==> src/rtl/core/bsb_pkg.sv <==
package bsb_pkg;

	// fixed-point format of the blend values
	localparam int FRAC_BITS = 16;
	localparam int KW  = 32;                 // knot and parameter width
	localparam int DW  = KW + 1;             // exact difference width
	localparam int VW  = FRAC_BITS + 1;      // blend value width
	localparam int PRW = DW + VW;            // product and quotient width
	localparam int SW  = PRW + 2;            // signed sum of two terms
	localparam logic [VW-1:0] ONE_VAL = VW'(1) << FRAC_BITS;

	// input word kinds
	localparam logic CMD_WRITE = 1'b0;
	localparam logic CMD_EVAL  = 1'b1;

	// configuration register indexes
	localparam logic REG_DEGREE  = 1'b0;
	localparam logic REG_EPSILON = 1'b1;

	// knot capture targets
	localparam logic [1:0] CAP_K0  = 2'd0;
	localparam logic [1:0] CAP_K1  = 2'd1;
	localparam logic [1:0] CAP_KR  = 2'd2;
	localparam logic [1:0] CAP_KR1 = 2'd3;

	// term selects
	localparam logic TERM_LEFT  = 1'b0;
	localparam logic TERM_RIGHT = 1'b1;

	typedef struct packed {
		logic       knot_we;
		logic       load_in;
		logic       knot_re;
		logic       knot_cap_en;
		logic [1:0] knot_cap;
		logic       val_re;
		logic       val_cap_en;
		logic       val_cap;
		logic       val_we;
		logic       val_wsum;
		logic       term_setup;
		logic       term_sel;
		logic       mul_en;
		logic       div_start;
		logic       acc_en;
		logic       sum_clr;
		logic       res_load;
		logic       res_oor;
	} ctl_cmd_t;

	typedef struct packed {
		logic skip;
		logic div_busy;
		logic out_free;
	} dp_sts_t;

endpackage

==> src/rtl/core/bsb_ctrl.sv <==
module bsb_ctrl import bsb_pkg::*; #(
	parameter int KNOT_COUNT = 16,
	parameter int MAX_DEGREE = 7,
	localparam int KAW = $clog2(KNOT_COUNT),
	localparam int VAW = (MAX_DEGREE > 0) ? $clog2(MAX_DEGREE + 1) : 1
) (
	input  logic           clk,
	input  logic           arst_n,
	input  logic           in_valid,
	output logic           in_ready,
	input  logic           in_cmd,
	input  logic [3:0]     in_index,
	input  logic           cfg_valid,
	input  logic           cfg_index,
	input  logic [2:0]     cfg_degree,
	output ctl_cmd_t       cmd,
	output logic [KAW-1:0] knot_raddr,
	output logic [VAW-1:0] val_addr,
	input  dp_sts_t        sts
);

	localparam logic [4:0] ST_IDLE = 5'd0;
	localparam logic [4:0] ST_L0A  = 5'd1;
	localparam logic [4:0] ST_L0B  = 5'd2;
	localparam logic [4:0] ST_L0W  = 5'd3;
	localparam logic [4:0] ST_K0   = 5'd4;
	localparam logic [4:0] ST_K1   = 5'd5;
	localparam logic [4:0] ST_KR   = 5'd6;
	localparam logic [4:0] ST_KR1  = 5'd7;
	localparam logic [4:0] ST_V0   = 5'd8;
	localparam logic [4:0] ST_V1   = 5'd9;
	localparam logic [4:0] ST_VCAP = 5'd10;
	localparam logic [4:0] ST_TSET = 5'd11;
	localparam logic [4:0] ST_TCHK = 5'd12;
	localparam logic [4:0] ST_TDS  = 5'd13;
	localparam logic [4:0] ST_TDW  = 5'd14;
	localparam logic [4:0] ST_WB   = 5'd15;
	localparam logic [4:0] ST_FR   = 5'd16;
	localparam logic [4:0] ST_FC   = 5'd17;

	localparam logic [3:0] MAXD = 4'(MAX_DEGREE);

	logic [4:0] state_q, state_d;
	logic [2:0] degree_q;
	logic [3:0] base_q, p_q, i_q, r_q;
	logic       oor_q, side_q;
	logic [3:0] p_eff;
	logic       oor_eff, fire;
	logic [7:0] k_sum, a_k1, a_kr, a_kr1;
	logic [4:0] i_next;

	assign fire     = in_valid && in_ready;
	assign in_ready = (state_q == ST_IDLE);

	// degree saturated to the supported maximum, table bound check
	assign p_eff   = ({1'b0, degree_q} > MAXD) ? MAXD : {1'b0, degree_q};
	assign oor_eff = ({4'b0, in_index} + {4'b0, p_eff} + 8'd1) > 8'(KNOT_COUNT - 1);

	// knot addresses around the current node
	assign k_sum  = {4'b0, base_q} + {4'b0, i_q};
	assign a_k1   = k_sum + 8'd1;
	assign a_kr   = k_sum + {4'b0, r_q};
	assign a_kr1  = a_kr + 8'd1;
	assign i_next = {1'b0, i_q} + 5'd1;

	// sequencer outputs and next state
	always_comb begin
		cmd        = '0;
		state_d    = state_q;
		knot_raddr = k_sum[KAW-1:0];
		val_addr   = VAW'(i_q);
		cmd.term_sel = side_q;
		cmd.res_oor  = oor_q;
		case (state_q)
			ST_IDLE: begin
				if (fire) begin
					if (in_cmd == CMD_WRITE) begin
						cmd.knot_we = 1'b1;
					end else begin
						cmd.load_in = 1'b1;
						state_d = oor_eff ? ST_FC : ST_L0A;
					end
				end
			end
			ST_L0A: begin
				cmd.knot_re = 1'b1;
				state_d = ST_L0B;
			end
			ST_L0B: begin
				cmd.knot_cap_en = 1'b1;
				cmd.knot_cap    = CAP_K0;
				cmd.knot_re     = 1'b1;
				knot_raddr      = a_k1[KAW-1:0];
				state_d = ST_L0W;
			end
			ST_L0W: begin
				cmd.val_we = 1'b1;
				if (i_q == p_q) begin
					state_d = (p_q == 4'd0) ? ST_FR : ST_K0;
				end else begin
					state_d = ST_L0A;
				end
			end
			ST_K0: begin
				cmd.knot_re = 1'b1;
				state_d = ST_K1;
			end
			ST_K1: begin
				cmd.knot_cap_en = 1'b1;
				cmd.knot_cap    = CAP_K0;
				cmd.knot_re     = 1'b1;
				knot_raddr      = a_k1[KAW-1:0];
				state_d = ST_KR;
			end
			ST_KR: begin
				cmd.knot_cap_en = 1'b1;
				cmd.knot_cap    = CAP_K1;
				cmd.knot_re     = 1'b1;
				knot_raddr      = a_kr[KAW-1:0];
				state_d = ST_KR1;
			end
			ST_KR1: begin
				cmd.knot_cap_en = 1'b1;
				cmd.knot_cap    = CAP_KR;
				cmd.knot_re     = 1'b1;
				knot_raddr      = a_kr1[KAW-1:0];
				state_d = ST_V0;
			end
			ST_V0: begin
				cmd.knot_cap_en = 1'b1;
				cmd.knot_cap    = CAP_KR1;
				cmd.val_re      = 1'b1;
				state_d = ST_V1;
			end
			ST_V1: begin
				cmd.val_cap_en = 1'b1;
				cmd.val_cap    = TERM_LEFT;
				cmd.val_re     = 1'b1;
				val_addr       = VAW'(i_next);
				state_d = ST_VCAP;
			end
			ST_VCAP: begin
				cmd.val_cap_en = 1'b1;
				cmd.val_cap    = TERM_RIGHT;
				cmd.sum_clr    = 1'b1;
				state_d = ST_TSET;
			end
			ST_TSET: begin
				cmd.term_setup = 1'b1;
				state_d = ST_TCHK;
			end
			ST_TCHK: begin
				if (sts.skip) begin
					state_d = (side_q == TERM_LEFT) ? ST_TSET : ST_WB;
				end else begin
					cmd.mul_en = 1'b1;
					state_d = ST_TDS;
				end
			end
			ST_TDS: begin
				cmd.div_start = 1'b1;
				state_d = ST_TDW;
			end
			ST_TDW: begin
				if (!sts.div_busy) begin
					cmd.acc_en = 1'b1;
					state_d = (side_q == TERM_LEFT) ? ST_TSET : ST_WB;
				end
			end
			ST_WB: begin
				cmd.val_we   = 1'b1;
				cmd.val_wsum = 1'b1;
				if ((i_next + {1'b0, r_q}) > {1'b0, p_q}) begin
					state_d = (r_q == p_q) ? ST_FR : ST_K0;
				end else begin
					state_d = ST_K0;
				end
			end
			ST_FR: begin
				cmd.val_re = 1'b1;
				val_addr   = '0;
				state_d = ST_FC;
			end
			ST_FC: begin
				if (sts.out_free) begin
					cmd.res_load = 1'b1;
					state_d = ST_IDLE;
				end
			end
			default: begin
				state_d = ST_IDLE;
			end
		endcase
	end

	// state, loop counters and degree register
	always_ff @(posedge clk or negedge arst_n) begin
		if (!arst_n) begin
			state_q  <= ST_IDLE;
			degree_q <= 3'd3;
			base_q   <= '0;
			p_q      <= '0;
			i_q      <= '0;
			r_q      <= '0;
			oor_q    <= 1'b0;
			side_q   <= TERM_LEFT;
		end else begin
			state_q <= state_d;
			if (cfg_valid && cfg_index == REG_DEGREE) begin
				degree_q <= cfg_degree;
			end
			case (state_q)
				ST_IDLE: begin
					if (cmd.load_in) begin
						base_q <= in_index;
						p_q    <= p_eff;
						oor_q  <= oor_eff;
						i_q    <= '0;
						r_q    <= '0;
					end
				end
				ST_L0W: begin
					if (i_q == p_q) begin
						i_q <= '0;
						r_q <= 4'd1;
					end else begin
						i_q <= i_next[3:0];
					end
				end
				ST_VCAP: begin
					side_q <= TERM_LEFT;
				end
				ST_TCHK: begin
					if (sts.skip) begin
						side_q <= TERM_RIGHT;
					end
				end
				ST_TDW: begin
					if (!sts.div_busy) begin
						side_q <= TERM_RIGHT;
					end
				end
				ST_WB: begin
					if ((i_next + {1'b0, r_q}) > {1'b0, p_q}) begin
						i_q <= '0;
						r_q <= r_q + 4'd1;
					end else begin
						i_q <= i_next[3:0];
					end
				end
				default: begin
				end
			endcase
		end
	end

endmodule

==> src/rtl/core/bsb_datapath.sv <==
module bsb_datapath import bsb_pkg::*; #(
	parameter int KNOT_COUNT = 16,
	parameter int MAX_DEGREE = 7,
	localparam int KAW = $clog2(KNOT_COUNT),
	localparam int VAW = (MAX_DEGREE > 0) ? $clog2(MAX_DEGREE + 1) : 1
) (
	input  logic                 clk,
	input  logic                 arst_n,
	input  logic                 cfg_valid,
	input  logic                 cfg_index,
	input  logic [15:0]          cfg_data,
	input  logic [3:0]           in_slot,
	input  logic signed [KW-1:0] in_knot,
	input  logic signed [KW-1:0] in_t,
	input  ctl_cmd_t             cmd,
	input  logic [KAW-1:0]       knot_raddr,
	input  logic [VAW-1:0]       val_addr,
	output dp_sts_t              sts,
	output logic                 out_valid,
	input  logic                 out_ready,
	output logic [VW-1:0]        out_basis,
	output logic                 out_oor
);

	logic signed [KW-1:0] knot_mem [KNOT_COUNT];
	logic [VW-1:0]        val_mem [MAX_DEGREE + 1];

	logic [15:0]          eps_q;
	logic signed [KW-1:0] t_q, knot_rd_q, k0_q, k1_q, kr_q, kr1_q;
	logic [VW-1:0]        val_rd_q, va_q, vb_q, vsel_q, res_q;
	logic [DW-1:0]        num_mag_q, span_mag_q;
	logic                 neg_q, skip_q, oor_q, out_valid_q;
	logic [PRW-1:0]       prod_q, dvd_q;
	logic [DW-1:0]        rem_q;
	logic [5:0]           cnt_q;
	logic signed [SW-1:0] sum_q;

	logic signed [DW-1:0] num, span;
	logic [DW-1:0]        num_mag, span_mag;
	logic [VW-1:0]        vsel, clamped, wdata;
	logic                 hit;
	logic [DW+1:0]        trial;
	logic signed [SW-1:0] term;

	// knot table, registered read
	always_ff @(posedge clk) begin
		if (cmd.knot_we && 32'(in_slot) < KNOT_COUNT) begin
			knot_mem[KAW'(in_slot)] <= in_knot;
		end
		if (cmd.knot_re) begin
			knot_rd_q <= knot_mem[knot_raddr];
		end
	end

	// span threshold register
	always_ff @(posedge clk or negedge arst_n) begin
		if (!arst_n) begin
			eps_q <= 16'd7;
		end else if (cfg_valid && cfg_index == REG_EPSILON) begin
			eps_q <= cfg_data;
		end
	end

	// parameter and knot capture
	always_ff @(posedge clk) begin
		if (cmd.load_in) begin
			t_q <= in_t;
		end
		if (cmd.knot_cap_en) begin
			case (cmd.knot_cap)
				CAP_K0:  k0_q  <= knot_rd_q;
				CAP_K1:  k1_q  <= knot_rd_q;
				CAP_KR:  kr_q  <= knot_rd_q;
				CAP_KR1: kr1_q <= knot_rd_q;
				default: k0_q  <= knot_rd_q;
			endcase
		end
		if (cmd.val_cap_en) begin
			if (cmd.val_cap == TERM_LEFT) begin
				va_q <= val_rd_q;
			end else begin
				vb_q <= val_rd_q;
			end
		end
	end

	// level-0 span indicator and clamped node sum
	assign hit     = (k0_q <= t_q) && (t_q < knot_rd_q);
	assign clamped = sum_q[SW-1] ? '0 :
		(sum_q > SW'(ONE_VAL)) ? ONE_VAL : sum_q[VW-1:0];
	assign wdata   = cmd.val_wsum ? clamped : (hit ? ONE_VAL : '0);

	// blend value store, registered read
	always_ff @(posedge clk) begin
		if (cmd.val_we) begin
			val_mem[val_addr] <= wdata;
		end
		if (cmd.val_re) begin
			val_rd_q <= val_mem[val_addr];
		end
	end

	// term setup: numerator, span, sign and degeneracy
	always_comb begin
		if (cmd.term_sel == TERM_LEFT) begin
			num  = DW'(t_q) - DW'(k0_q);
			span = DW'(kr_q) - DW'(k0_q);
			vsel = va_q;
		end else begin
			num  = DW'(kr1_q) - DW'(t_q);
			span = DW'(kr1_q) - DW'(k1_q);
			vsel = vb_q;
		end
		num_mag  = num[DW-1] ? DW'(-num) : DW'(num);
		span_mag = span[DW-1] ? DW'(-span) : DW'(span);
	end

	always_ff @(posedge clk) begin
		if (cmd.term_setup) begin
			num_mag_q  <= num_mag;
			span_mag_q <= span_mag;
			vsel_q     <= vsel;
			neg_q      <= num[DW-1] ^ span[DW-1];
			skip_q     <= (span_mag == '0) || (span_mag < DW'(eps_q)) || (vsel == '0);
		end
		if (cmd.mul_en) begin
			prod_q <= num_mag_q * vsel_q;
		end
	end

	// restoring divider, one quotient bit a cycle
	assign trial = {2'b0, rem_q[DW-2:0], dvd_q[PRW-1]} - {2'b0, span_mag_q};

	always_ff @(posedge clk or negedge arst_n) begin
		if (!arst_n) begin
			cnt_q <= '0;
		end else if (cmd.div_start) begin
			cnt_q <= 6'(PRW);
		end else if (cnt_q != '0) begin
			cnt_q <= cnt_q - 6'd1;
		end
	end

	always_ff @(posedge clk) begin
		if (cmd.div_start) begin
			rem_q <= '0;
			dvd_q <= prod_q;
		end else if (cnt_q != '0) begin
			if (!trial[DW+1]) begin
				rem_q <= trial[DW-1:0];
				dvd_q <= {dvd_q[PRW-2:0], 1'b1};
			end else begin
				rem_q <= {rem_q[DW-2:0], dvd_q[PRW-1]};
				dvd_q <= {dvd_q[PRW-2:0], 1'b0};
			end
		end
	end

	// signed accumulate of the two terms
	assign term = neg_q ? -SW'(dvd_q) : SW'(dvd_q);

	always_ff @(posedge clk) begin
		if (cmd.sum_clr) begin
			sum_q <= '0;
		end else if (cmd.acc_en) begin
			sum_q <= sum_q + term;
		end
	end

	// output register
	always_ff @(posedge clk or negedge arst_n) begin
		if (!arst_n) begin
			out_valid_q <= 1'b0;
		end else if (cmd.res_load) begin
			out_valid_q <= 1'b1;
		end else if (out_ready) begin
			out_valid_q <= 1'b0;
		end
	end

	always_ff @(posedge clk) begin
		if (cmd.res_load) begin
			res_q <= cmd.res_oor ? '0 : val_rd_q;
			oor_q <= cmd.res_oor;
		end
	end

	assign out_valid    = out_valid_q;
	assign out_basis    = res_q;
	assign out_oor      = oor_q;
	assign sts.skip     = skip_q;
	assign sts.div_busy = (cnt_q != '0);
	assign sts.out_free = !out_valid_q || out_ready;

endmodule

==> src/rtl/core/bspline_basis_eval_unit.sv <==
// B-spline basis evaluator (Cox-de Boor). A word with tuser 0 writes one
// signed Q16.16 knot into the table and gives no result; a word with
// tuser 1 evaluates N(ctrl_index, degree) at param_t and returns one
// unsigned Q1.16 value, or 0 with out_of_range set when the index runs past
// the table. Every node reads four knots and two values one at a time from
// the tables, and each kept term runs through a single bit-serial divider of
// width PRW = 50 that makes one quotient bit a cycle; terms with a zero
// weight or a degenerate span skip the divider. Configuration writes take
// effect at once.
module bspline_basis_eval_unit import bsb_pkg::*; #(
	parameter int KNOT_COUNT = 16,
	parameter int MAX_DEGREE = 7
) (
	input  logic        clk,
	input  logic        arst_n,
	input  logic        s_tvalid,
	output logic        s_tready,
	input  logic [71:0] s_tdata,   // knot_slot, knot_value, ctrl_index, param_t
	input  logic [0:0]  s_tuser,   // cmd
	output logic        m_tvalid,
	input  logic        m_tready,
	output logic [23:0] m_tdata,   // basis_value, zero fill
	output logic [0:0]  m_tuser,   // out_of_range
	input  logic        cfg_valid,
	output logic        cfg_ready,
	input  logic        cfg_index,
	input  logic [15:0] cfg_data
);

	localparam int KAW = $clog2(KNOT_COUNT);
	localparam int VAW = (MAX_DEGREE > 0) ? $clog2(MAX_DEGREE + 1) : 1;

	ctl_cmd_t       cmd;
	dp_sts_t        sts;
	logic [KAW-1:0] knot_raddr;
	logic [VAW-1:0] val_addr;
	logic [VW-1:0]  basis;

	assign cfg_ready = 1'b1;

	bsb_ctrl #(
		.KNOT_COUNT(KNOT_COUNT),
		.MAX_DEGREE(MAX_DEGREE)
	) u_ctrl (
		.clk        (clk),
		.arst_n     (arst_n),
		.in_valid   (s_tvalid),
		.in_ready   (s_tready),
		.in_cmd     (s_tuser[0]),
		.in_index   (s_tdata[39:36]),
		.cfg_valid  (cfg_valid),
		.cfg_index  (cfg_index),
		.cfg_degree (cfg_data[2:0]),
		.cmd        (cmd),
		.knot_raddr (knot_raddr),
		.val_addr   (val_addr),
		.sts        (sts)
	);

	bsb_datapath #(
		.KNOT_COUNT(KNOT_COUNT),
		.MAX_DEGREE(MAX_DEGREE)
	) u_dp (
		.clk        (clk),
		.arst_n     (arst_n),
		.cfg_valid  (cfg_valid),
		.cfg_index  (cfg_index),
		.cfg_data   (cfg_data),
		.in_slot    (s_tdata[3:0]),
		.in_knot    (s_tdata[35:4]),
		.in_t       (s_tdata[71:40]),
		.cmd        (cmd),
		.knot_raddr (knot_raddr),
		.val_addr   (val_addr),
		.sts        (sts),
		.out_valid  (m_tvalid),
		.out_ready  (m_tready),
		.out_basis  (basis),
		.out_oor    (m_tuser[0])
	);

	assign m_tdata = {7'b0, basis};

`ifndef NO_ASSERTIONS
	// divider is never restarted while a quotient is being formed
	a_div_idle: assert property (@(posedge clk) disable iff (!arst_n)
		cmd.div_start |-> !sts.div_busy)
		else $error("divider restarted while busy");

	// a result never overwrites one not yet taken
	a_res_free: assert property (@(posedge clk) disable iff (!arst_n)
		cmd.res_load |-> sts.out_free)
		else $error("result register overwritten");

	// an index past the table gives a zero value
	a_oor_zero: assert property (@(posedge clk) disable iff (!arst_n)
		(m_tvalid && m_tuser[0]) |-> (m_tdata[16:0] == 17'd0))
		else $error("out-of-range result not zero");

	// knot writes only happen from an accepted word
	a_knot_we: assert property (@(posedge clk) disable iff (!arst_n)
		cmd.knot_we |-> (s_tvalid && s_tready))
		else $error("knot write without accepted word");
`endif

endmodule
==> config.mk <==
export PLATFORM = sky130hd
export DESIGN_NAME = bspline_basis_eval_unit
export DESIGN_NICKNAME = d
export VERILOG_FILES = /design/src/rtl/core/bsb_pkg.sv /design/src/rtl/core/bsb_ctrl.sv /design/src/rtl/core/bsb_datapath.sv /design/src/rtl/core/bspline_basis_eval_unit.sv
export SDC_FILE = /design/constraint.sdc
export NUM_CORES = 2
export LEC_CHECK = 0
export ABC_AREA = 1
export BUFFER_PORTS_ARGS = -buffer_cell sky130_fd_sc_hd__buf_4
export CORE_MARGIN = 5
export CORE_UTILIZATION = 58
export CTS_CLUSTER_SIZE = 10
export DETAILED_ROUTE_END_ITERATION = 7
export HOLD_SLACK_MARGIN = 0.12
export PLACE_DENSITY_LB_ADDON = 0.2
export SLEW_MARGIN = 20
export SYNTH_ARGS = -nofsm -noshare
export SYNTH_HDL_FRONTEND = slang
export SYNTH_SLANG_ARGS = --single-unit
==> constraint.sdc <==
create_clock -name clk -period 6.1 [get_ports clk]
set_clock_uncertainty 0.1 [all_clocks]
set_input_delay 0.61 -clock clk [delete_from_list [all_inputs] [get_ports clk]]
set_output_delay 0.61 -clock clk [all_outputs]
set_load 0.05 [all_outputs]
# After elaboration in Yosys (flattened, before gate mapping)
# Memory sizes are Yosys's and may differ from the RTL's. A register that Yosys moved wholly into a read port is not among the register bits.
# Index checks and enable logic that the tools add are counted.
dict set report word_totals {
  n_memories 2
  regBits 529
  ramBits 648
  inputBits 95
}
dict set report classes {
  n_addsub 19
  bitwise_logic 3
  mul 1
  mux 65
  magnitude_cmp 6
  n_reduce_logical 33
  eq_ne 30
}
# memory depth width read_ports rd_ports_with_merged_regs wr line
set memory_table {}
lappend memory_table {u_dp.knot_mem 16 32 1 1 1 bsb_datapath.sv:25} ;# logic signed [KW-1:0] knot_mem [KNOT_COUNT];
lappend memory_table {u_dp.val_mem 8 17 1 1 1 bsb_datapath.sv:26} ;# logic [VW-1:0] val_mem [MAX_DEGREE + 1];
# cell n
set ops {}
lappend ops {{$sub 32x32->33} 4}
lappend ops {{$mux 50} 2}
lappend ops {{$mux 33} 3}
lappend ops {{$pmux 5 s18} 1}
lappend ops {{$mux 17} 5}
lappend ops {{$neg 33->33} 2}
lappend ops {{$mux 32} 2}
lappend ops {{$add 52x52->52} 1}
lappend ops {{$gt 52x17->1 const B} 1}
lappend ops {{$mux 52} 1}
lappend ops {{$neg 50->52} 1}
lappend ops {{$mul 33x17->50} 1}
lappend ops {{$mux 5} 10}
lappend ops {{$eq 5x4->1 const B} 8}
lappend ops {{$pmux 4 s3} 3}
lappend ops {{$sub 33x33->34} 1}
lappend ops {{$logic_not 33->1} 1}
lappend ops {{$lt 33x16->1} 1}
lappend ops {{$le 32x32->1} 1}
lappend ops {{$lt 32x32->1} 1}
lappend ops {{$mux 1} 24}
lappend ops {{$eq 5x3->1 const B} 4}
lappend ops {{$mux 4} 5}
lappend ops {{$logic_not 17->1} 1}
lappend ops {{41 further kinds} 73}

# Logic depth before layout (Yosys ltp)
dict set report logic_depth {
  ltp_word 7
  mapped_depth 34
  mapped_depth_nobuf 33
}

# Cells and area by module
# A second synthesis with hierarchy kept.
dict set report hier_totals {
  cells_unflattened 9561
  hier_area_um2 84436.0
}
# module instances area_per_inst_um2 cells_per_inst seq_area_each_um2
set modules_own_cells {}
lappend modules_own_cells {bsb_datapath 1 82004.9 9196 35112.4}
lappend modules_own_cells {bsb_ctrl 1 2363.5 355 628.1}
lappend modules_own_cells {bspline_basis_eval_unit 1 67.6 10 0.0}

# Worst setup path before layout
# OpenSTA, ideal clock, no wires.
dict set report synth_timing {
  path_type {flip-flop to flip-flop}
  from {register u_dp.num_mag_q[5]}
  to {register u_dp.prod_q[45] (data pin)}
  t_required_ns 5.742
  setup_slack_ns -0.280
  path_buffers 2
  arrival_ns 6.022
  stages_incl_launch_ff 27
  period_less_slack_ns 6.380
  cell_sequence {edfxtp_1 > clkbuf_1 > clkbuf_1 > nand2_1 > fa_1 > inv_1 > fa_1 > inv_1 > fa_1 > inv_1 > fa_1 > fa_1 > inv_1 > fa_1 > inv_1 > ha_1 > nand2_1 > nor2_1 > nor2_1 > a21boi_0 > o31ai_1 > a21oi_1 > o21ai_0 > a21oi_1 > o21ai_0 > a31oi_1 > xnor2_1}
}
dict set report synth_via {
  elab_chain_cells 1
}
# element line
set synth_lines {}
lappend synth_lines {{from (decl)} bsb_datapath.sv:31} ;# logic [DW-1:0] num_mag_q, span_mag_q;
lappend synth_lines {{from (signal assigned)} bsb_datapath.sv:120} ;# num_mag_q <= num_mag;
lappend synth_lines {{$mul 33x17->50} bsb_datapath.sv:127} ;# prod_q <= num_mag_q * vsel_q;
lappend synth_lines {{to (signal assigned)} bsb_datapath.sv:127}
lappend synth_lines {{to (decl)} bsb_datapath.sv:33} ;# logic [PRW-1:0] prod_q, dvd_q;
# No other way between the ends.
# A chain may end at the register's enable or synchronous reset.

# Worst setup path in the final report
dict set report layout_timing {
  from {register u_dp.vsel_q[5]}
  to {register u_dp.prod_q[49] (data pin)}
}
dict set report layout_via {
  elab_chain_cells 1
}
# element line
set layout_lines {}
lappend layout_lines {{from (decl)} bsb_datapath.sv:30} ;# logic [VW-1:0] val_rd_q, va_q, vb_q, vsel_q, res_q;
lappend layout_lines {{from (signal assigned)} bsb_datapath.sv:122} ;# vsel_q <= vsel;
lappend layout_lines {{$mul 33x17->50} bsb_datapath.sv:127}
# No other way between the ends.

==> results.toml <==
[routing]
ant_nets = 0
num_vias = 67800
routedWlPerCell_um = 20.9
drc = 0
viasPerCell = 5.67
firstDrtPassIters = 8
drtIter0Drc = 6376
wl_um = 249000

[synth]
synthDistinctLibCells = 79
synthTopCellsByArea = "edfxtp_1, fa_1, nand2_1"
synth_largest_area_cell = "edfxtp_1"
synth_flop_cell = "edfxtp_1"
ys_ff_latch = 1226
synth_edf_count = 1094
ys_seq_area_share_pct = 42.6
synth_most_common_cell = "nand2_1"
yosysTopAreaCellShare_pct = 39.1
ys_warn_count = 0
async_flop_share_pct = 3.92
synth_common_cells = "nand2_1, inv_1, edfxtp_1"
postSynthCellCount = 9529
synth_area_um2 = 83900
syn_area_per_cell_um2 = 8.81

[clock_network]
clockBufferDepth = 3
numClockSinks = 1226
htree_levels = 4
clk_latency_ns = 0.83
clk_pin_slew_ns = 0.06
cts_tree = "yes"
cts_root_buf = "clkbuf_16"
cts_buffers = 146

[final_layout]
nNetsFinal = 10900
drive_gt1_share_pct = 11.5
syn_to_final_growth_pct = 14.9

[worst_setup_path]
r2r_start = "u_dp.vsel_q[5]"
path_max_fanout = 6
cp.required_ns = 6.49
critPathLaunchType = "register"
ff2ff_setup_slack_ns = -0.30
cp.buffers_inverters = 9
rr_worst_depth = 29
crit_arrival_ns = 6.80
worstSetupPathType = "reg2reg"
crit_family = "adder cells"
cpMaxStageDelayCell = "fa_2"
critPathMaxStageDelay_ns = 0.59
critPathCaptureType = "register"
regToRegEndpoint = "u_dp.prod_q[49]"

[floorplanning]
io_pins = 123
rows = 139
core_um2 = 144000
die_h_um = 390
dieArea_um2 = 152000
initial_utilization_pct = 58.4
die_w_um = 390

[timing]
tightest_slew_ns = 1.05
slew_headroom_pct = 29.4
final.period_utilization_pct = 105
max_freq_mhz = 156
layout_setup_ws_ns = -0.304
hold_viol_final = 0
rsz0062_at_grt = "true"
finalCriticalPeriod_ns = 6.40
setup_tns_ns = -2.95
finalSetupViolCount = 21
drv_slew = 0

[global_route]
grt_pass1_vias = 66700
grt_max_degree = 193
grt_pass1_wl_um = 380000
grt_use_total_pct = 32.4
antenna_found_initial = 16
grt_overflow = 0

[placed_design]
dpl.hpwl_um = 184000
place.gp.congestion = 0.981
pre_cts_ws_ns = -0.479
io_buffers = 114

[run_status]
status = "finished with violations"
violations = "negative setup slack"

[min_path]
min_path_type = "in2reg"
hold_depth = 3
hold_path_startpoint = "s_tvalid"
holdPathEnd = "u_ctrl.oor_q"

[job]
drv_cap = 0
## worst reg2reg max path: cells and delay by family (launching register included)
| family | cells | cell delay (ns) |
|---|---|---|
| AOI/OAI and AO/OA | 6 | 0.95 |
| xor gates and xnor gates | 1 | 0.15 |
| adders and majority gates | 7 | 3.24 |
| buffers and inverters | 9 | 0.73 |
| DFF | 1 | 0.47 |
| and+or+nand+nor | 6 | 0.48 |
## repair_timing
| item | 4_1_cts | 5_1_grt |
|---|---|---|
| pin swaps | 23 | 167 |
| setup endpoints to repair | 27 | 30 |
| hold endpoints to repair | 613 | 0 |
| resized for setup | 110 | 261 |
| hold buffers | 88 | 0 |
| gates cloned | 0 | 4 |
| setup buffers | 17 | 36 |
## kinds of logic after synthesis
| family | synth area share (%) |
|---|---|
| compound gates | 10.1 |
| fa+ha+maj | 17.4 |
| xor+xnor | 2.23 |
| simple gates | 17.0 |
| flops | 42.6 |
| mux | 0.812 |
| buf+inv | 9.83 |
| other cells | 0.00895 |
## state kept, by name, indices dropped and copies added (netlist names), 5 cells and up
name             cells
u_dp.val_mem       136
u_dp.k1_q           32
u_dp.out_basis      17
u_dp.vsel_q         17
u_dp.t_q            32
u_dp.vb_q           17
u_dp.knot_mem      512
u_dp.va_q           17
u_dp.rem_q          32
u_dp.dvd_q          50
u_dp.kr1_q          32
u_dp.eps_q          16
u_ctrl.state_q       5
u_dp.kr_q           32
u_dp.num_mag_q      33
u_dp.span_mag_q     33
u_dp.knot_rd_q      32
u_dp.sum_q          52
u_dp.k0_q           32
u_dp.val_rd_q       17
u_dp.prod_q         50
u_dp.cnt_q           6
## cells in the final DEF, fill, tap and decap left out, drive strengths merged, types with 22 or more instances in the layout
cell type    Yosys  routed
o21a            52      52
nor2           798     798
nand3b          23      23
fa             474     474
buf            117     537
nor4            25      25
dfrtp           43      43
xor2           127     127
ha             406     406
nand2         2133    2133
a31oi           55      55
dfxtp           84      84
edfxtp        1094    1094
nand3          311     311
clkbuf         222     194
clkinv           4      29
nand4           78      78
a21oi          547     547
nor3            89      89
o22ai           73      73
dlygate4sd3      0      88
inv           1799    1799
xnor2           87      87
o211ai          57      57
o21ai          588     588
mux2i           67      67
o21bai          22      22
## through the flow
step / area, um2 / utilization (%) / hold WS, ns / std cells
floorplan: 84100 / - / 0.214 / 9535
global placement: 89200 / 62.1 / 0.348 / 11600
detailed placement: 89200 / 62.1 / 0.359 / 11600
CTS: 95200 / 66.2 / 0.219 / 11900
global route: 96400 / 67.1 / 0.248 / 11900
finish: 96400 / 67.1 / 0.249 / 12000
## worst max path at each step
stage	slack (ns)	depth (start not counted)	end	from
after floorplan	0.002	26	u_dp.prod_q[46]	u_dp.vsel_q[7]
after global placement	-0.41	26	u_dp.prod_q[49]	u_dp.num_mag_q[11]
after detailed placement	-0.48	24	u_dp.prod_q[49]	u_dp.num_mag_q[9]
after CTS	-0.27	25	u_dp.prod_q[47]	u_dp.vsel_q[10]
after global routing	-0.49	28	u_dp.prod_q[48]	u_dp.vsel_q[7]
final	-0.30	29	u_dp.prod_q[49]	u_dp.vsel_q[5]
## layout make-up
class                      count  area [um2]
fill                       11400       47200
sequential                  1226       35700
tap                         1903        2380
inverter                    1803        6780
clock inverter                27         536
antenna                        7        17.5
multi-input combinational   6167       41500
timing repair buffer         629        5570
clock buffer                 190        3900
## layer usage
layer	global-route usage (%)	part of all wire (%)	wire length, um
met1	45.0	41	103000
met2	52.2	46	115000
met3	5.72	9.0	22400
met4	10.5	3.6	8940
met5	0	0.016	41
Power is left out: the tool's default activity adds up to more than one toggle a clock period on the data nets, which glitch-free logic cannot reach.
